===== config.mk =====
export PLATFORM = sky130hd
export DESIGN_NAME = hv_pulse_test_sequencer_unit_flat
export DESIGN_NICKNAME = d
export VERILOG_FILES = /design/src/design/hvps_pkg.sv /design/src/design/hvps_req_if.sv /design/src/design/hvps_rsp_if.sv /design/src/design/hvps_csr.sv /design/src/design/hv_pulse_test_sequencer_unit.sv /design/src/flat_wrapper.sv
export SDC_FILE = /design/constraint.sdc
export NUM_CORES = 1
export LEC_CHECK = 0
export BUFFER_PORTS_ARGS = -buffer_cell sky130_fd_sc_hd__buf_2
export CAP_MARGIN = 0
export CORE_MARGIN = 4
export CORE_UTILIZATION = 40
export CTS_BUF_LIST = sky130_fd_sc_hd__clkbuf_8
export DETAILED_ROUTE_END_ITERATION = 8
export GPL_TIMING_DRIVEN = 0
export PLACE_DENSITY = 0.57
export RECOVER_POWER = 50
export SETUP_SLACK_MARGIN = 0.5
export SLEW_MARGIN = 10
export SYNTH_ARGS = -nofsm -noshare
export SYNTH_HDL_FRONTEND = slang
export SYNTH_SLANG_ARGS = --single-unit

===== constraint.sdc =====
create_clock -name clock -period 7.2 [get_ports clock]
set_input_delay 1.44 -clock clock [delete_from_list [all_inputs] [get_ports clock]]
set_output_delay 1.44 -clock clock [all_outputs]
set_load 0.01 [all_outputs]

===== src/design/hvps_pkg.sv =====
// ----------------------------------------------------------------------------
// hvps_pkg
// Shared codes, register layout and payload types of the pulse test sequencer.
// ----------------------------------------------------------------------------
`default_nettype none

package hvps_pkg;

   // item kinds
   localparam logic [1:0] FUNC_TICK    = 2'd0;
   localparam logic [1:0] FUNC_COMMAND = 2'd1;
   localparam logic [1:0] FUNC_OUTCOME = 2'd2;

   // host commands
   localparam logic [2:0] CMD_POWER_ON  = 3'd0;
   localparam logic [2:0] CMD_POWER_OFF = 3'd1;
   localparam logic [2:0] CMD_START     = 3'd2;
   localparam logic [2:0] CMD_STOP      = 3'd3;
   localparam logic [2:0] CMD_CALIBRATE = 3'd4;
   localparam logic [2:0] CMD_CLR_FAULT = 3'd5;
   localparam logic [2:0] CMD_CLR_WARN  = 3'd6;

   // device state
   localparam logic [1:0] DEV_NONE  = 2'd0;
   localparam logic [1:0] DEV_READY = 2'd1;
   localparam logic [1:0] DEV_BUSY  = 2'd2;
   localparam logic [1:0] DEV_FAULT = 2'd3;

   // sub-state
   localparam logic [2:0] SUB_NONE    = 3'd0;
   localparam logic [2:0] SUB_POWERUP = 3'd1;
   localparam logic [2:0] SUB_PREPARE = 3'd2;
   localparam logic [2:0] SUB_DELAY   = 3'd3;
   localparam logic [2:0] SUB_PULSE   = 3'd4;

   // user error
   localparam logic [1:0] UE_NONE      = 2'd0;
   localparam logic [1:0] UE_BLOCKED   = 2'd1;
   localparam logic [1:0] UE_NOT_READY = 2'd2;

   // operation result
   localparam logic [1:0] RES_NONE = 2'd0;
   localparam logic [1:0] RES_OK   = 2'd1;
   localparam logic [1:0] RES_FAIL = 2'd2;

   // stop problem
   localparam logic [1:0] PRB_NONE   = 2'd0;
   localparam logic [1:0] PRB_SHORT  = 2'd1;
   localparam logic [1:0] PRB_CUTOFF = 2'd2;

   // fault reason
   localparam logic FLT_NONE      = 1'b0;
   localparam logic FLT_FOLLOWING = 1'b1;

   // logic command strobe
   localparam logic [1:0] LC_NONE    = 2'd0;
   localparam logic [1:0] LC_STOP    = 2'd1;
   localparam logic [1:0] LC_PREPARE = 2'd2;
   localparam logic [1:0] LC_CALIB   = 2'd3;

   // register map
   localparam int unsigned CSR_ADDR_BITS = 4;
   localparam logic [1:0] REG_SUPPLY_TIME = 2'd0;
   localparam logic [1:0] REG_DELAY_TIME  = 2'd1;
   localparam logic [1:0] REG_PAUSE_TIME  = 2'd2;

   typedef struct packed {
      logic [15:0] supply_active_time;
      logic [15:0] start_delay_time;
      logic [15:0] after_pulse_pause_time;
   } cfg_type;

   typedef struct packed {
      logic [1:0] dev_state;
      logic [2:0] sub_state;
      logic [1:0] user_error;
      logic [1:0] op_result;
      logic [1:0] problem;
      logic       fault_reason;
      logic       supply_enable;
      logic       measure_led;
      logic       line_sync;
      logic       pulse_start;
      logic [1:0] logic_command;
      logic       warning_clear;
   } rsp_type;

endpackage

`default_nettype wire


===== src/design/hvps_req_if.sv =====
// ----------------------------------------------------------------------------
// hvps_req_if
// Input channel: tick, host command or pulse sample outcome.
// ----------------------------------------------------------------------------
`default_nettype none

interface hvps_req_if;
   logic       valid;
   logic       ready;
   logic [1:0] func;
   logic [2:0] command;
   logic       excess_current;
   logic       regulator_done;
   logic       following_error;

   modport source (
      output valid, func, command, excess_current, regulator_done, following_error,
      input  ready
   );

   modport sink (
      input  valid, func, command, excess_current, regulator_done, following_error,
      output ready
   );
endinterface

`default_nettype wire


===== src/design/hvps_rsp_if.sv =====
// ----------------------------------------------------------------------------
// hvps_rsp_if
// Result channel: device state, codes, output levels and strobes.
// ----------------------------------------------------------------------------
`default_nettype none

interface hvps_rsp_if;
   logic       valid;
   logic       ready;
   logic [1:0] dev_state;
   logic [2:0] sub_state;
   logic [1:0] user_error;
   logic [1:0] op_result;
   logic [1:0] problem;
   logic       fault_reason;
   logic       supply_enable;
   logic       measure_led;
   logic       line_sync;
   logic       pulse_start;
   logic [1:0] logic_command;
   logic       warning_clear;

   modport source (
      output valid, dev_state, sub_state, user_error, op_result, problem, fault_reason,
             supply_enable, measure_led, line_sync, pulse_start, logic_command,
             warning_clear,
      input  ready
   );

   modport sink (
      input  valid, dev_state, sub_state, user_error, op_result, problem, fault_reason,
             supply_enable, measure_led, line_sync, pulse_start, logic_command,
             warning_clear,
      output ready
   );
endinterface

`default_nettype wire


===== src/design/hvps_csr.sv =====
// ----------------------------------------------------------------------------
// hvps_csr
// APB-style register block holding the three timing registers.
// ----------------------------------------------------------------------------
`default_nettype none

module hvps_csr (
   input  wire logic                               clock,
   input  wire logic                               reset,
   input  wire logic                               csr_psel,
   input  wire logic                               csr_penable,
   input  wire logic                               csr_pwrite,
   input  wire logic [hvps_pkg::CSR_ADDR_BITS-1:0] csr_paddr,
   input  wire logic [31:0]                        csr_pwdata,
   output      logic [31:0]                        csr_prdata,
   output      logic                               csr_pready,
   output      hvps_pkg::cfg_type                  cfg
);

   hvps_pkg::cfg_type cfg_ff;
   hvps_pkg::cfg_type cfg_in;
   logic [1:0]        reg_index;
   logic              wr_en;

   assign reg_index  = csr_paddr[3:2];
   assign wr_en      = csr_psel && csr_penable && csr_pwrite;
   assign csr_pready = 1'b1;
   assign cfg        = cfg_ff;

   always_comb begin
      cfg_in = cfg_ff;
      if (wr_en) begin
         case (reg_index)
            hvps_pkg::REG_SUPPLY_TIME: cfg_in.supply_active_time     = csr_pwdata[15:0];
            hvps_pkg::REG_DELAY_TIME:  cfg_in.start_delay_time       = csr_pwdata[15:0];
            hvps_pkg::REG_PAUSE_TIME:  cfg_in.after_pulse_pause_time = csr_pwdata[15:0];
            default: cfg_in = cfg_ff;
         endcase
      end
   end

   always_comb begin
      case (reg_index)
         hvps_pkg::REG_SUPPLY_TIME: csr_prdata = {16'd0, cfg_ff.supply_active_time};
         hvps_pkg::REG_DELAY_TIME:  csr_prdata = {16'd0, cfg_ff.start_delay_time};
         hvps_pkg::REG_PAUSE_TIME:  csr_prdata = {16'd0, cfg_ff.after_pulse_pause_time};
         default:                   csr_prdata = 32'd0;
      endcase
   end

   always_ff @(posedge clock) begin
      if (reset) begin
         cfg_ff <= '0;
      end else begin
         cfg_ff <= cfg_in;
      end
   end

endmodule

`default_nettype wire


===== src/design/hv_pulse_test_sequencer_unit.sv =====
// ----------------------------------------------------------------------------
// hv_pulse_test_sequencer_unit
// High-voltage pulse test sequencer: ticks, host commands and pulse outcomes
// drive the device state, timing deadlines and supply/sync output levels.
// ----------------------------------------------------------------------------
//  channel  | dir | handshake            | payload
//  req_if   | in  | valid/ready          | func, command, excess_current, ...
//  rsp_if   | out | valid/ready          | dev_state, sub_state, codes, levels
//  csr_*    | in  | psel/penable, pready | 4-bit byte address, 32-bit data
//
//  one item per cycle while the result is not stalled; each item yields one result in the next cycle
//  the state update and result are computed in one pass from the state
//  registers and the input payload, then registered together
//  a stalled result holds the output register; a new item is taken in the
//  same cycle the held result leaves
//  reset clears state, deadlines, time counter, result valid flag and CSR timing registers
// ----------------------------------------------------------------------------
`default_nettype none

module hv_pulse_test_sequencer_unit #(
   parameter int unsigned TIME_BITS = 64
) (
   input  wire logic                               clock,
   input  wire logic                               reset,
   hvps_req_if.sink                                req_if,
   hvps_rsp_if.source                              rsp_if,
   input  wire logic                               csr_psel,
   input  wire logic                               csr_penable,
   input  wire logic                               csr_pwrite,
   input  wire logic [hvps_pkg::CSR_ADDR_BITS-1:0] csr_paddr,
   input  wire logic [31:0]                        csr_pwdata,
   output      logic [31:0]                        csr_prdata,
   output      logic                               csr_pready
);

   hvps_pkg::cfg_type cfg;

   logic [1:0]           state_ff,   state_in;
   logic [2:0]           sub_ff,     sub_in;
   logic [TIME_BITS-1:0] time_ff,    time_in;
   logic [TIME_BITS-1:0] prep_dl_ff, prep_dl_in;
   logic [TIME_BITS-1:0] pause_dl_ff, pause_dl_in;
   logic [1:0]           result_ff,  result_in;
   logic [1:0]           problem_ff, problem_in;
   logic                 fault_ff,   fault_in;
   logic                 supply_ff,  supply_in;
   logic                 led_ff,     led_in;
   logic                 sync_ff,    sync_in;

   hvps_pkg::rsp_type    rsp_ff, rsp_in;
   logic                 rsp_valid_ff, rsp_valid_in;

   logic [TIME_BITS-1:0] time_inc;
   logic [TIME_BITS:0]   supply_sum;
   logic [TIME_BITS:0]   delay_sum;
   logic                 dl_passed;
   logic [1:0]           user_err;
   logic [1:0]           logic_cmd;
   logic                 pulse_strobe;
   logic                 warn_clr;
   logic                 accept;

   hvps_csr u_csr (
      .clock       (clock),
      .reset       (reset),
      .csr_psel    (csr_psel),
      .csr_penable (csr_penable),
      .csr_pwrite  (csr_pwrite),
      .csr_paddr   (csr_paddr),
      .csr_pwdata  (csr_pwdata),
      .csr_prdata  (csr_prdata),
      .csr_pready  (csr_pready),
      .cfg         (cfg)
   );

   assign req_if.ready = !rsp_valid_ff || rsp_if.ready;
   assign accept       = req_if.valid && req_if.ready;
   assign time_inc     = time_ff + TIME_BITS'(1);
   // a freshly armed deadline is already passed only when its sum carries out
   assign supply_sum   = {1'b0, time_inc} + (TIME_BITS+1)'(cfg.supply_active_time);
   assign delay_sum    = {1'b0, time_inc} + (TIME_BITS+1)'(cfg.start_delay_time);

   always_comb begin
      state_in     = state_ff;
      sub_in       = sub_ff;
      time_in      = time_ff;
      prep_dl_in   = prep_dl_ff;
      pause_dl_in  = pause_dl_ff;
      result_in    = result_ff;
      problem_in   = problem_ff;
      fault_in     = fault_ff;
      supply_in    = supply_ff;
      led_in       = led_ff;
      sync_in      = sync_ff;
      user_err     = hvps_pkg::UE_NONE;
      logic_cmd    = hvps_pkg::LC_NONE;
      pulse_strobe = 1'b0;
      warn_clr     = 1'b0;
      dl_passed    = 1'b0;

      case (req_if.func)
         hvps_pkg::FUNC_TICK: begin
            time_in = time_inc;
            case (sub_ff)
               hvps_pkg::SUB_POWERUP: begin
                  state_in = hvps_pkg::DEV_READY;
                  sub_in   = hvps_pkg::SUB_NONE;
               end
               hvps_pkg::SUB_PREPARE: begin
                  if (time_inc > pause_dl_ff) begin
                     // zero deadline means not yet armed
                     if (prep_dl_ff == '0) begin
                        supply_in  = 1'b1;
                        led_in     = 1'b1;
                        prep_dl_in = supply_sum[TIME_BITS-1:0];
                        dl_passed  = supply_sum[TIME_BITS];
                     end else begin
                        dl_passed  = time_inc > prep_dl_ff;
                     end
                     if (dl_passed) begin
                        prep_dl_in = '0;
                        supply_in  = 1'b0;
                        state_in   = hvps_pkg::DEV_BUSY;
                        sub_in     = hvps_pkg::SUB_DELAY;
                     end
                  end
               end
               hvps_pkg::SUB_DELAY: begin
                  if (prep_dl_ff == '0) begin
                     prep_dl_in = delay_sum[TIME_BITS-1:0];
                     dl_passed  = delay_sum[TIME_BITS];
                  end else begin
                     dl_passed  = time_inc > prep_dl_ff;
                  end
                  if (dl_passed) begin
                     prep_dl_in   = '0;
                     state_in     = hvps_pkg::DEV_BUSY;
                     sub_in       = hvps_pkg::SUB_PULSE;
                     sync_in      = 1'b1;
                     pulse_strobe = 1'b1;
                  end
               end
               default: begin
               end
            endcase
         end

         hvps_pkg::FUNC_COMMAND: begin
            case (req_if.command)
               hvps_pkg::CMD_POWER_ON: begin
                  if (state_ff == hvps_pkg::DEV_NONE) begin
                     state_in = hvps_pkg::DEV_BUSY;
                     sub_in   = hvps_pkg::SUB_POWERUP;
                  end else if (state_ff != hvps_pkg::DEV_READY) begin
                     user_err = hvps_pkg::UE_BLOCKED;
                  end
               end
               hvps_pkg::CMD_POWER_OFF: begin
                  if (state_ff == hvps_pkg::DEV_READY) begin
                     logic_cmd = hvps_pkg::LC_STOP;
                     state_in  = hvps_pkg::DEV_NONE;
                     sub_in    = hvps_pkg::SUB_NONE;
                  end else if (state_ff != hvps_pkg::DEV_NONE) begin
                     user_err = hvps_pkg::UE_BLOCKED;
                  end
               end
               hvps_pkg::CMD_START: begin
                  if (state_ff == hvps_pkg::DEV_READY) begin
                     fault_in   = hvps_pkg::FLT_NONE;
                     problem_in = hvps_pkg::PRB_NONE;
                     result_in  = hvps_pkg::RES_NONE;
                     warn_clr   = 1'b1;
                     logic_cmd  = hvps_pkg::LC_PREPARE;
                     state_in   = hvps_pkg::DEV_BUSY;
                     sub_in     = hvps_pkg::SUB_PREPARE;
                  end else if (state_ff == hvps_pkg::DEV_BUSY) begin
                     user_err = hvps_pkg::UE_BLOCKED;
                  end else begin
                     user_err = hvps_pkg::UE_NOT_READY;
                  end
               end
               hvps_pkg::CMD_STOP: begin
                  // deadline and supply levels stay as they are
                  if (state_ff == hvps_pkg::DEV_BUSY) begin
                     logic_cmd = hvps_pkg::LC_STOP;
                     state_in  = hvps_pkg::DEV_READY;
                     sub_in    = hvps_pkg::SUB_NONE;
                  end
               end
               hvps_pkg::CMD_CALIBRATE: begin
                  if (state_ff == hvps_pkg::DEV_READY) begin
                     logic_cmd = hvps_pkg::LC_CALIB;
                     state_in  = hvps_pkg::DEV_BUSY;
                     sub_in    = hvps_pkg::SUB_PREPARE;
                  end else begin
                     user_err = hvps_pkg::UE_BLOCKED;
                  end
               end
               hvps_pkg::CMD_CLR_FAULT: begin
                  if (state_ff == hvps_pkg::DEV_FAULT) begin
                     state_in = hvps_pkg::DEV_NONE;
                     sub_in   = hvps_pkg::SUB_NONE;
                     fault_in = hvps_pkg::FLT_NONE;
                  end
               end
               hvps_pkg::CMD_CLR_WARN: begin
                  warn_clr = 1'b1;
               end
               default: begin
               end
            endcase
         end

         hvps_pkg::FUNC_OUTCOME: begin
            if ((sub_ff == hvps_pkg::SUB_PULSE) &&
                (req_if.excess_current || req_if.regulator_done)) begin
               logic_cmd   = hvps_pkg::LC_STOP;
               sync_in     = 1'b0;
               led_in      = 1'b0;
               pause_dl_in = time_ff + TIME_BITS'(cfg.after_pulse_pause_time);
               state_in    = hvps_pkg::DEV_READY;
               sub_in      = hvps_pkg::SUB_NONE;
               if (req_if.excess_current && req_if.following_error) begin
                  result_in  = hvps_pkg::RES_FAIL;
                  problem_in = hvps_pkg::PRB_SHORT;
               end else if (req_if.excess_current) begin
                  result_in  = hvps_pkg::RES_OK;
                  problem_in = hvps_pkg::PRB_CUTOFF;
               end else if (req_if.following_error) begin
                  result_in = hvps_pkg::RES_FAIL;
                  state_in  = hvps_pkg::DEV_FAULT;
                  fault_in  = hvps_pkg::FLT_FOLLOWING;
               end else begin
                  result_in = hvps_pkg::RES_OK;
               end
            end
         end

         default: begin
         end
      endcase
   end

   always_comb begin
      rsp_in.dev_state     = state_in;
      rsp_in.sub_state     = sub_in;
      rsp_in.user_error    = user_err;
      rsp_in.op_result     = result_in;
      rsp_in.problem       = problem_in;
      rsp_in.fault_reason  = fault_in;
      rsp_in.supply_enable = supply_in;
      rsp_in.measure_led   = led_in;
      rsp_in.line_sync     = sync_in;
      rsp_in.pulse_start   = pulse_strobe;
      rsp_in.logic_command = logic_cmd;
      rsp_in.warning_clear = warn_clr;
   end

   assign rsp_valid_in = accept || (rsp_valid_ff && !rsp_if.ready);

   // sequencer state
   always_ff @(posedge clock) begin
      if (reset) begin
         state_ff    <= hvps_pkg::DEV_NONE;
         sub_ff      <= hvps_pkg::SUB_NONE;
         time_ff     <= '0;
         prep_dl_ff  <= '0;
         pause_dl_ff <= '0;
         result_ff   <= hvps_pkg::RES_NONE;
         problem_ff  <= hvps_pkg::PRB_NONE;
         fault_ff    <= hvps_pkg::FLT_NONE;
         supply_ff   <= 1'b0;
         led_ff      <= 1'b0;
         sync_ff     <= 1'b0;
      end else if (accept) begin
         state_ff    <= state_in;
         sub_ff      <= sub_in;
         time_ff     <= time_in;
         prep_dl_ff  <= prep_dl_in;
         pause_dl_ff <= pause_dl_in;
         result_ff   <= result_in;
         problem_ff  <= problem_in;
         fault_ff    <= fault_in;
         supply_ff   <= supply_in;
         led_ff      <= led_in;
         sync_ff     <= sync_in;
      end
   end

   // result register
   always_ff @(posedge clock) begin
      if (reset) begin
         rsp_valid_ff <= 1'b0;
      end else begin
         rsp_valid_ff <= rsp_valid_in;
      end
      if (accept) begin
         rsp_ff <= rsp_in;
      end
   end

   assign rsp_if.valid         = rsp_valid_ff;
   assign rsp_if.dev_state     = rsp_ff.dev_state;
   assign rsp_if.sub_state     = rsp_ff.sub_state;
   assign rsp_if.user_error    = rsp_ff.user_error;
   assign rsp_if.op_result     = rsp_ff.op_result;
   assign rsp_if.problem       = rsp_ff.problem;
   assign rsp_if.fault_reason  = rsp_ff.fault_reason;
   assign rsp_if.supply_enable = rsp_ff.supply_enable;
   assign rsp_if.measure_led   = rsp_ff.measure_led;
   assign rsp_if.line_sync     = rsp_ff.line_sync;
   assign rsp_if.pulse_start   = rsp_ff.pulse_start;
   assign rsp_if.logic_command = rsp_ff.logic_command;
   assign rsp_if.warning_clear = rsp_ff.warning_clear;

endmodule

`default_nettype wire

===== src/flat_wrapper.sv =====
// flat-port wrapper written by rule: the top's interface ports become plain ports
module hv_pulse_test_sequencer_unit_flat 
#(
   parameter int unsigned TIME_BITS = 64
)
  (clock, reset, csr_psel, csr_penable, csr_pwrite, csr_paddr, csr_pwdata, csr_prdata, csr_pready, req_if_valid, req_if_func, req_if_command, req_if_excess_current, req_if_regulator_done, req_if_following_error, req_if_ready, rsp_if_valid, rsp_if_dev_state, rsp_if_sub_state, rsp_if_user_error, rsp_if_op_result, rsp_if_problem, rsp_if_fault_reason, rsp_if_supply_enable, rsp_if_measure_led, rsp_if_line_sync, rsp_if_pulse_start, rsp_if_logic_command, rsp_if_warning_clear, rsp_if_ready);
  hvps_req_if req_if_i ();
  hvps_rsp_if rsp_if_i ();
  input  wire logic clock;
  input  wire logic reset;
  input  wire logic csr_psel;
  input  wire logic csr_penable;
  input  wire logic csr_pwrite;
  input  wire logic [hvps_pkg::CSR_ADDR_BITS-1:0] csr_paddr;
  input  wire logic [31:0] csr_pwdata;
  output      logic [31:0] csr_prdata;
  output      logic csr_pready;
  input wire logic [$bits(req_if_i.valid)-1:0] req_if_valid;
  input wire logic [$bits(req_if_i.func)-1:0] req_if_func;
  input wire logic [$bits(req_if_i.command)-1:0] req_if_command;
  input wire logic [$bits(req_if_i.excess_current)-1:0] req_if_excess_current;
  input wire logic [$bits(req_if_i.regulator_done)-1:0] req_if_regulator_done;
  input wire logic [$bits(req_if_i.following_error)-1:0] req_if_following_error;
  output wire logic [$bits(req_if_i.ready)-1:0] req_if_ready;
  output wire logic [$bits(rsp_if_i.valid)-1:0] rsp_if_valid;
  output wire logic [$bits(rsp_if_i.dev_state)-1:0] rsp_if_dev_state;
  output wire logic [$bits(rsp_if_i.sub_state)-1:0] rsp_if_sub_state;
  output wire logic [$bits(rsp_if_i.user_error)-1:0] rsp_if_user_error;
  output wire logic [$bits(rsp_if_i.op_result)-1:0] rsp_if_op_result;
  output wire logic [$bits(rsp_if_i.problem)-1:0] rsp_if_problem;
  output wire logic [$bits(rsp_if_i.fault_reason)-1:0] rsp_if_fault_reason;
  output wire logic [$bits(rsp_if_i.supply_enable)-1:0] rsp_if_supply_enable;
  output wire logic [$bits(rsp_if_i.measure_led)-1:0] rsp_if_measure_led;
  output wire logic [$bits(rsp_if_i.line_sync)-1:0] rsp_if_line_sync;
  output wire logic [$bits(rsp_if_i.pulse_start)-1:0] rsp_if_pulse_start;
  output wire logic [$bits(rsp_if_i.logic_command)-1:0] rsp_if_logic_command;
  output wire logic [$bits(rsp_if_i.warning_clear)-1:0] rsp_if_warning_clear;
  input wire logic [$bits(rsp_if_i.ready)-1:0] rsp_if_ready;
  assign req_if_i.valid = req_if_valid;
  assign req_if_i.func = req_if_func;
  assign req_if_i.command = req_if_command;
  assign req_if_i.excess_current = req_if_excess_current;
  assign req_if_i.regulator_done = req_if_regulator_done;
  assign req_if_i.following_error = req_if_following_error;
  assign req_if_ready = req_if_i.ready;
  assign rsp_if_valid = rsp_if_i.valid;
  assign rsp_if_dev_state = rsp_if_i.dev_state;
  assign rsp_if_sub_state = rsp_if_i.sub_state;
  assign rsp_if_user_error = rsp_if_i.user_error;
  assign rsp_if_op_result = rsp_if_i.op_result;
  assign rsp_if_problem = rsp_if_i.problem;
  assign rsp_if_fault_reason = rsp_if_i.fault_reason;
  assign rsp_if_supply_enable = rsp_if_i.supply_enable;
  assign rsp_if_measure_led = rsp_if_i.measure_led;
  assign rsp_if_line_sync = rsp_if_i.line_sync;
  assign rsp_if_pulse_start = rsp_if_i.pulse_start;
  assign rsp_if_logic_command = rsp_if_i.logic_command;
  assign rsp_if_warning_clear = rsp_if_i.warning_clear;
  assign rsp_if_i.ready = rsp_if_ready;
  hv_pulse_test_sequencer_unit #(.TIME_BITS(TIME_BITS)) u_core (.clock(clock), .reset(reset), .req_if(req_if_i), .rsp_if(rsp_if_i), .csr_psel(csr_psel), .csr_penable(csr_penable), .csr_pwrite(csr_pwrite), .csr_paddr(csr_paddr), .csr_pwdata(csr_pwdata), .csr_prdata(csr_prdata), .csr_pready(csr_pready));
endmodule

# Word-level counts from Yosys, hierarchy flattened
# Index checks and enable logic that the tools add are counted.
dict set report word_totals {
  register_bits 273
  in_bits 51
  out_inout_bits 54
  elab_cells 174
}
dict set report op_classes {
  addsub 4
  magnitude_cmp 2
  n_eq_ne 21
  muxes 94
  n_reduce_logical 26
}
# operator n
set op_table {}
lappend op_table {{64-bit two-way mux} 5}
lappend op_table {{64-bit by 16-bit adder with 65-bit output} 2}
lappend op_table {{64-bit greater-than comparator} 2}
lappend op_table {{64-bit one-hot mux with 2 select lines} 1}
lappend op_table {{64-bit by 1-bit adder with 64-bit output (second input constant)} 1}
lappend op_table {{64-bit by 16-bit adder with 64-bit output} 1}
lappend op_table {{64-bit logical NOT} 1}
lappend op_table {{2-bit two-way mux} 29}
lappend op_table {{16-bit one-hot mux with 3 select lines} 1}
lappend op_table {{1-bit two-way mux} 33}
lappend op_table {{3-bit two-way mux} 9}
lappend op_table {{3-bit one-hot mux with 3 select lines} 2}
lappend op_table {{2-bit one-hot mux with 4 select lines} 2}
lappend op_table {{3-bit one-hot mux with 5 select lines} 1}
lappend op_table {{3-bit by 2-bit == test with 1-bit output (second input constant)} 4}
lappend op_table {{3-bit == test (second input constant)} 4}
lappend op_table {{2-bit one-hot mux with 2 select lines} 3}
lappend op_table {{2-bit one-hot mux with 3 select lines} 2}
lappend op_table {{1-bit one-hot mux with 2 select lines} 5}
lappend op_table {{2-bit one-hot mux with 5 select lines} 1}
lappend op_table {{2-bit AND reduction} 5}
lappend op_table {{2-bit == test (second input constant)} 4}
lappend op_table {{2-bit by 1-bit == test with 1-bit output (second input constant)} 3}
lappend op_table {{3-bit by 1-bit == test with 1-bit output (second input constant)} 2}
lappend op_table {{11 further kinds} 24}

# Longest topological paths before layout
# Gate-level depths: netlist of run 1.
dict set report depth {
  word_depth 10
  mapped_depth 23
  mapped_depth_nobuf 20
}

# Hierarchy
# A second synthesis of run 1 with hierarchy kept.
dict set report unflattened {
  cells_unflattened 2867
  area_unflattened_um2 21934.8
}
# module instances cells_each area_per_inst_um2 seq_area_each_um2
set by_module_without_submodules {}
lappend by_module_without_submodules {hv_pulse_test_sequencer_unit 1 2616 19498.7 4694.5}
lappend by_module_without_submodules {hvps_csr 1 251 2436.1 960.9}

# Least setup slack after synthesis of run 1
# Ideal clock, no wire load.
dict set report synth_timing {
  path_type {reg-to-reg}
  startpoint {register u_core.time_ff[0]}
  endpoint {register u_core.prep_dl_ff[36]}
  setup_ns 0.074
  arrival_ns 5.376
  required_time_ns 7.126
  setup_slack_ns 1.750
  stages_incl_launch_ff 20
  path_buffers 1
  period_less_slack_ns 5.450
  cell_sequence {dfxtp_1 > ha_1 > nand4_1 > or3_1 > clkbuf_1 > nor4_1 > xnor2_1 > inv_1 > ha_1 > nand4_1 > or3_1 > or4_1 > nor3_1 > a31o_2 > a31o_2 > inv_1 > or4_1 > nor2_1 > or4b_2 > a31oi_1}
}
dict set report synth_via {
  elab_chain_cells 9
  elab_cells_between_ends 22
  classes_between {add/sub (3); order compare (2); eq/ne (3); mux (13); reduce/logical (1)}
}
# item line
set synth_rtl {}
lappend synth_rtl {{start: declaration} hv_pulse_test_sequencer_unit.sv:40} ;# logic [TIME_BITS-1:0] time_ff, time_in;
lappend synth_rtl {{start signal: assignment} hv_pulse_test_sequencer_unit.sv:278} ;# time_ff <= time_in;
lappend synth_rtl {{64-bit by 1-bit adder with 64-bit output (*)} hv_pulse_test_sequencer_unit.sv:78} ;# assign time_inc = time_ff + TIME_BITS'(1);
lappend synth_rtl {{named net u_core.time_inc[40]} hv_pulse_test_sequencer_unit.sv:53} ;# logic [TIME_BITS-1:0] time_inc;
lappend synth_rtl {{64-bit by 16-bit adder with 65-bit output or 64-bit greater-than comparator (tied branches)} {hv_pulse_test_sequencer_unit.sv:80, hv_pulse_test_sequencer_unit.sv:118, hv_pulse_test_sequencer_unit.sv:133}}
lappend synth_rtl {{1-bit two-way mux} hv_pulse_test_sequencer_unit.sv:112} ;# if (prep_dl_ff == '0) begin
lappend synth_rtl {{1-bit two-way mux} hv_pulse_test_sequencer_unit.sv:110} ;# if (time_inc > pause_dl_ff) begin
lappend synth_rtl {{1-bit two-way mux} hv_pulse_test_sequencer_unit.sv:104} ;# case (sub_ff)
lappend synth_rtl {{1-bit two-way mux} hv_pulse_test_sequencer_unit.sv:101} ;# case (req_if.func)
lappend synth_rtl {{64-bit two-way mux} hv_pulse_test_sequencer_unit.sv:120} ;# if (dl_passed) begin
lappend synth_rtl {{64-bit two-way mux} hv_pulse_test_sequencer_unit.sv:110}
lappend synth_rtl {{64-bit one-hot mux with 2 select lines} hv_pulse_test_sequencer_unit.sv:104}
lappend synth_rtl {{end signal: assignment} hv_pulse_test_sequencer_unit.sv:279} ;# prep_dl_ff <= prep_dl_in;
lappend synth_rtl {{end: declaration} hv_pulse_test_sequencer_unit.sv:41} ;# logic [TIME_BITS-1:0] prep_dl_ff, prep_dl_in;
# Mark *: on every way through the listed nets, which the timed path passes. The rest lies on a longest branch. The select of a mux whose other input is x is not followed.
# A chain may end at the register's enable or synchronous reset.

# Final worst setup path of run 1
dict set report layout_timing {
  startpoint {register u_core.time_ff[5]}
  endpoint {register u_core.prep_dl_ff[36]}
}
# The elaborated chain is that of the path after synthesis.

==> results of run 1 <==
==> power breakdown <==
part	internal, mW	switching (mW)	leakage [nW]
Combinational	0.169	0.412	6.42
Sequential	1.55	0.0221	2.24
Clock	0.864	0.758	0.615
Total	2.59	1.19	9.27
==> repair_timing <==
action                                  in CTS  in global routing
gates resized for setup                     24                 33
buffers inserted                             1                  9
endpoints found under the setup margin      79                 39
pin swaps                                    1                  5
==> cell families (layout without fill, tap and decap cells) <==
kind of cell,count (synthesis),after routing
buffers and inverters,383,555
AO/OA/AOI/OAI,710,710
flip-flops,273,273
other,2,17
XOR/XNOR,169,169
adder cells (fa/ha/maj),190,190
AND/OR/NAND/NOR,1068,1068
multiplexers,21,21
==> registers in the layout, summed over array words and instances (netlist names), 3 cells and up <==
signal	cells
u_core.prep_dl_ff	64
u_core.rsp_if.sub_state	3
u_core.sub_ff	3
u_core.time_ff	64
u_core.u_csr.cfg	48
u_core.pause_dl_ff	64
==> tightest hold or removal path: cells and delay by family (launching register included) <==
kind               cells  cell delay, ps
AOI/OAI and AO/OA      1              50
and+or+nand+nor        1              50
DFF                    1             310
==> cell type report <==
class	count	area, sq um
plain buffers	175	842
clock buffers	66	908
clock inverters	30	170
fillers	5353	28000
inverters	208	781
multi-input cells	2175	14300
flip-flops and latches	273	5660
well taps	680	851
repair buffers	76	373
==> cells in the final DEF (no fill, tap or decap), drive strengths merged, types with 17 or more instances in the layout <==
cell type,n
mux2i,20
nor4,61
a21o,49
a21oi,215
clkbuf,189
nor2b,23
or4,18
a31oi,31
nand4,74
o21ai,178
a211oi,73
and2,21
buf,128
conb,17
and4,19
nand3,77
nand2,316
nand2b,17
edfxtp,19
nor3,83
inv,224
dfxtp,254
xnor2,107
ha,187
or3,59
nor2,257
xor2,62
==> stage by stage <==
| stage | setup TNS, ps | hold WS (ps) |
|---|---|---|
| global placement | -23030 | 442 |
| floorplan | 0 | 432 |
| finish | 0 | 451 |
| CTS | 0 | 453 |
| global route | 0 | 471 |
| detailed placement | -21660 | 446 |
==> worst paths after layout <==
kind	from	to	slack, ps	cells after the start
max	u_core.time_ff[5]	u_core.prep_dl_ff[36]	420	19
min	u_core.pause_dl_ff[13]	u_core.pause_dl_ff[13]	450	2
max reg2reg	u_core.time_ff[5]	u_core.prep_dl_ff[36]	420	19
min reg2reg	u_core.pause_dl_ff[13]	u_core.pause_dl_ff[13]	450	2
==> layer usage <==
| layer | GRT usage | vias to the layer above |
|---|---|---|
| li1 | - | 10300 |
| met1 | 0.430 | 10600 |
| met2 | 0.469 | 1004 |
| met3 | 0.0460 | 214 |
| met4 | 0.122 | 0 |
| met5 | 0 | - |
==> results.toml, run 1 <==
[floorplanning]
die_h_microns = 238
die-area_sq_um = 56600
ios = 105
rows = 83
start_util = 0.408
floorplan.core_area_sq_um = 51800
fp.dieW_microns = 238

[worst_setup_path]
cp_data_arrival_time_ps = 7360
critPathLaunchType = "flop"
worstPathCellList = "buf_2 -> and4_1 -> nand4_1 -> clkbuf_1 -> nor2_1 -> xnor2_1 -> inv_1 -> ha_1 -> a21oi_1 -> o21ai_0 -> a221oi_1 -> o31ai_2 -> a211oi_1 -> a31o_2 -> inv_1 -> or4_4 -> nor2_2 -> or4b_2 -> a31oi_1"
cp-end-kind = "flop"
required_ps = 7780
worstPathMaxFanout = 10
crit_family = "simple AND/OR/NAND/NOR gates"
cp_slowest_cell = "or4_4"
critPathMaxStageDelay_ps = 660
cpMostUsedCell = "inv_1"
path_buf_inv = 4
critPathKind = "reg2reg"

[clocking]
cts_sinks = 273
cts_buffers = 53
clockBufferDepth = 3
htreeDepth = 2
clk_pin_slew_worst_paths_ps = 60
cts-root-buf = "clkbuf_8"
cts_hold_buffers = 0
clk_latency_ps = 680
cts_tree = "done"

[timing]
final-hold-violation-count = 0
fmax_mhz = 148
setup_ws_ps = 421
timing.slew.headroom = 0.00473
setup_viol = 0
min_period_ps = 6780
tightest_slew_ps = 1490
fin_skew_ps = 38.7
period_share = 0.942
rsz0062_at_grt = "no"
slew_violations = 0

[yosys]
yosysSeqAreaShare = 0.268
synthAdderAreaFrac = 0.114
synth_top_area_cell = "dfxtp_1"
synth_cells = 2816
synthFlopType = "dfxtp_1"
yosysTopAreaCellShare = 0.241
synth-edff-count = 19
synth_area_per_cell_sq_um = 7.51
synth.distinct_cells = 91
synthSimpleGateAreaFrac = 0.249
yosys_warnings = 0
synth_area_sq_um = 21100
synth_top_family_by_area = "simple AND/OR/NAND/NOR gates"
ys_top_cells_by_count = "nand2_1, nor2_1, dfxtp_1"
synth_area_leaders = "dfxtp_1, ha_1, nand2_1"
synth_compound_area_frac = 0.213
ys_ff_latch = 273
yosysMostFrequentCell = "nand2_1"
synthXorXnorAreaFrac = 0.0704
muxShareOfSynthArea = 0.0100
async_flop_share = 0

[place]
gp_congestion = 1.03
port_buffers = 66
dpl.hpwl_mm = 71.4
dp.cells = 3577
dp_slack_ps = -676
post_dp_cell_area_sq_um = 22400

[run_status]
violations = "capacitance limit"
status = "complete, but fails checks"

[routing]
wl_mm = 90.2
dr_wl_met2_mm = 38.9
viasPerCell = 6.01
drt-met1-wl_mm = 40.1
ant_nets = 0
drc = 0
vias = 22100
met3_wirelength_mm = 7.06
dr.max_layer_used = "met4"
drt_pass1_iterations = 7
drt_iter0_markers = 2260
wl_per_cell_microns = 24.5

[pwr]
p_total_mw = 3.78
power_density_nw_per_um2 = 159
vdd.ir_drop.worst_uv = 164
p_leak_nw = 9.27

[layout]
syn2layout_area_growth_pct = 12.8
fin_area_sq_um = 23800
post_layout_nonfiller_instances = 3683
fin_util = 0.460
fin_nets = 3203
num_antenna_cells = 0
drive_gt1_frac = 0.0989

[global_route]
antenna_found_initial = 1
track_usage = 0.305
grt_remaining_overflow = 0
grt_max_degree = 29
grt_pass1_vias = 20600
grt_first_pass_wirelength_mm = 132

[job]
cap_violations = 1

[min_path]
hp-class = "reg2reg"
(Power assumes the default switching activity.)
==> inputs of run 2 (changes only) <==
--- a/config.mk
+++ b/config.mk
@@ -7,6 +7,7 @@
 export LEC_CHECK = 0
 export BUFFER_PORTS_ARGS = -buffer_cell sky130_fd_sc_hd__buf_2
 export CAP_MARGIN = 0
+export CORE_ASPECT_RATIO = 0.8
 export CORE_MARGIN = 4
 export CORE_UTILIZATION = 40
 export CTS_BUF_LIST = sky130_fd_sc_hd__clkbuf_8
==> results.toml, run 2 (same netlist as run 1, synthesis figures left out) <==
[run_status]
status = "complete, but fails checks"
violations = "capacitance limit"

[clocking]
cts_sinks = 273
clk_pin_slew_worst_paths_ps = 60
htreeDepth = 2
cts_hold_buffers = 0
clk_latency_ps = 670
clockBufferDepth = 3
cts_tree = "done"
cts-root-buf = "clkbuf_8"
cts_buffers = 51

[place]
dp.cells = 3590
gp_congestion = 1.01
port_buffers = 66
dpl.hpwl_mm = 76.1

[worst_setup_path]
worstPathCellList = "buf_2 -> and4_1 -> nand4_1 -> nor3_1 -> xnor2_1 -> inv_1 -> ha_1 -> nand4_1 -> or4_1 -> nor3_2 -> a31o_2 -> a31o_2 -> inv_1 -> or4_4 -> nor2_2 -> or4b_2 -> a31oi_1"
path_buf_inv = 3
crit_family = "simple AND/OR/NAND/NOR gates"
required_ps = 7750
critPathLaunchType = "flop"
cp_slowest_cell = "or4_1"
critPathKind = "reg2reg"
worstPathMaxFanout = 10
cp_data_arrival_time_ps = 7200
cp-end-kind = "flop"
critPathMaxStageDelay_ps = 720

[routing]
viasPerCell = 5.97
drt_iter0_markers = 2311
wl_per_cell_microns = 25.6
ant_nets = 0
vias = 22100
wl_mm = 94.9
drt_pass1_iterations = 5
drc = 0

[pwr]
p_leak_nw = 9.36
vdd.ir_drop.worst_uv = 122
combPwrFrac = 0.154
p_total_mw = 3.84
intPower_mw = 2.64
power_switching_share = 0.314
pwr-share-clk = 0.436
seq_power_share = 0.410
power_density_nw_per_um2 = 160
p_switching_mw = 1.21

[global_route]
track_usage = 0.325
antenna_found_initial = 1
grt_first_pass_wirelength_mm = 138
grt_pass1_vias = 20700
grt_remaining_overflow = 0
grt_max_degree = 29

[timing]
period_share = 0.923
setup_viol = 0
min_period_ps = 6640
rsz0062_at_grt = "no"
slew_violations = 0
fmax_mhz = 151
fin_hold_ws_ps = 450
final-hold-violation-count = 0
timing.slew.headroom = 0.00151
tightest_slew_ps = 1500
fin_skew_ps = 50.9

[layout]
mostFrequentLayoutCells = "nand2_1, nor2_1, dfxtp_1"
drive_gt1_frac = 0.107
num_antenna_cells = 0
fin_util = 0.460
post_layout_nonfiller_instances = 3699
syn2layout_area_growth_pct = 13.9
fill_cells = 5453
fin_nets = 3206
reg_top3 = "u_core.pause_dl_ff (64), u_core.prep_dl_ff (64), u_core.time_ff (64)"
final_common_cell = "nand2_1"

[floorplanning]
ios = 105
rows = 75
floorplan.core_area_sq_um = 52400
fp.dieW_microns = 265
start_util = 0.404
die_h_microns = 214
die-area_sq_um = 56600

[job]
cap_violations = 1

[min_path]
hp-class = "reg2reg"
[run 2: cell count changes in the layout (fill, tap and decap cells not counted), sizes merged]
cell,before,now
clkbuf,189,182
bufinv,1,5
clkinv,13,17
buf,128,131
inv,224,221
clkinvlp,0,2
[run 2: cell type report]
cell class	count	area, sq um	share of cell area
Buffer	175	845	0.0351
Clock inverter	37	308	0.0128
Timing Repair Buffer	81	410	0.0170
Clock buffer	57	785	0.0326
Tap cell	693	867	0.0360
Multi-Input combinational cell	2175	14400	0.599
Sequential cell	273	5660	0.235
Inverter	208	781	0.0324
[run 2: through the flow]
step | instance area (sq um) | setup TNS (ps) | setup WS (ps)
6_report | 24100 | 0 | 556
5_1_grt | 24100 | 0 | 464
4_1_cts | 23800 | 0 | 530
3_5_place_dp | 22400 | -23550 | -923
3_3_place_gp | 22400 | -20490 | -918
2_1_floorplan | 21200 | 0 | 1750
[run 2: path summary, 6_finish.rpt]
path	startpoint	end	slack, ps	cells after the start
worst max-delay path	u_core.time_ff[19]	u_core.prep_dl_ff[36]	560	17
worst min-delay path	u_core.pause_dl_ff[8]	u_core.pause_dl_ff[8]	450	2
worst min register to register	u_core.pause_dl_ff[8]	u_core.pause_dl_ff[8]	450	2
worst max register to register	u_core.time_ff[19]	u_core.prep_dl_ff[36]	560	17
[run 2: metal layers]
metal | GRT usage | up-vias | part of all wire
met5 | 0 | - | 0
met2 | 0.469 | 964 | 0.40
met4 | 0.102 | 0 | 0.032
li1 | - | 10400 | -
met1 | 0.485 | 10600 | 0.47
met3 | 0.0658 | 153 | 0.091
[run 2: repair_timing]
item | CTS | global route
gates resized for setup | 47 | 42
setup endpoints to repair | 81 | 45
pin swaps | 2 | 8
cloned | 0 | 0
buffers inserted | 3 | 12
[run 2: worst min-delay path: cells and delay by family, from the launching register on]
family,cells,cell delay (ps)
AOI/OAI and AO/OA,1,50
and+or+nand+nor,1,50
DFF,1,300
[run 2: power groups by stage]
stage               clock network (mW)  logic (mW)  registers (mW)
floorplan                            0       0.334            1.60
global placement                     0       0.563            1.61
detailed placement                   0       0.562            1.61
CTS                               1.71       0.567            1.57
global route                      1.77       0.623            1.58
finish                            1.68       0.590            1.58
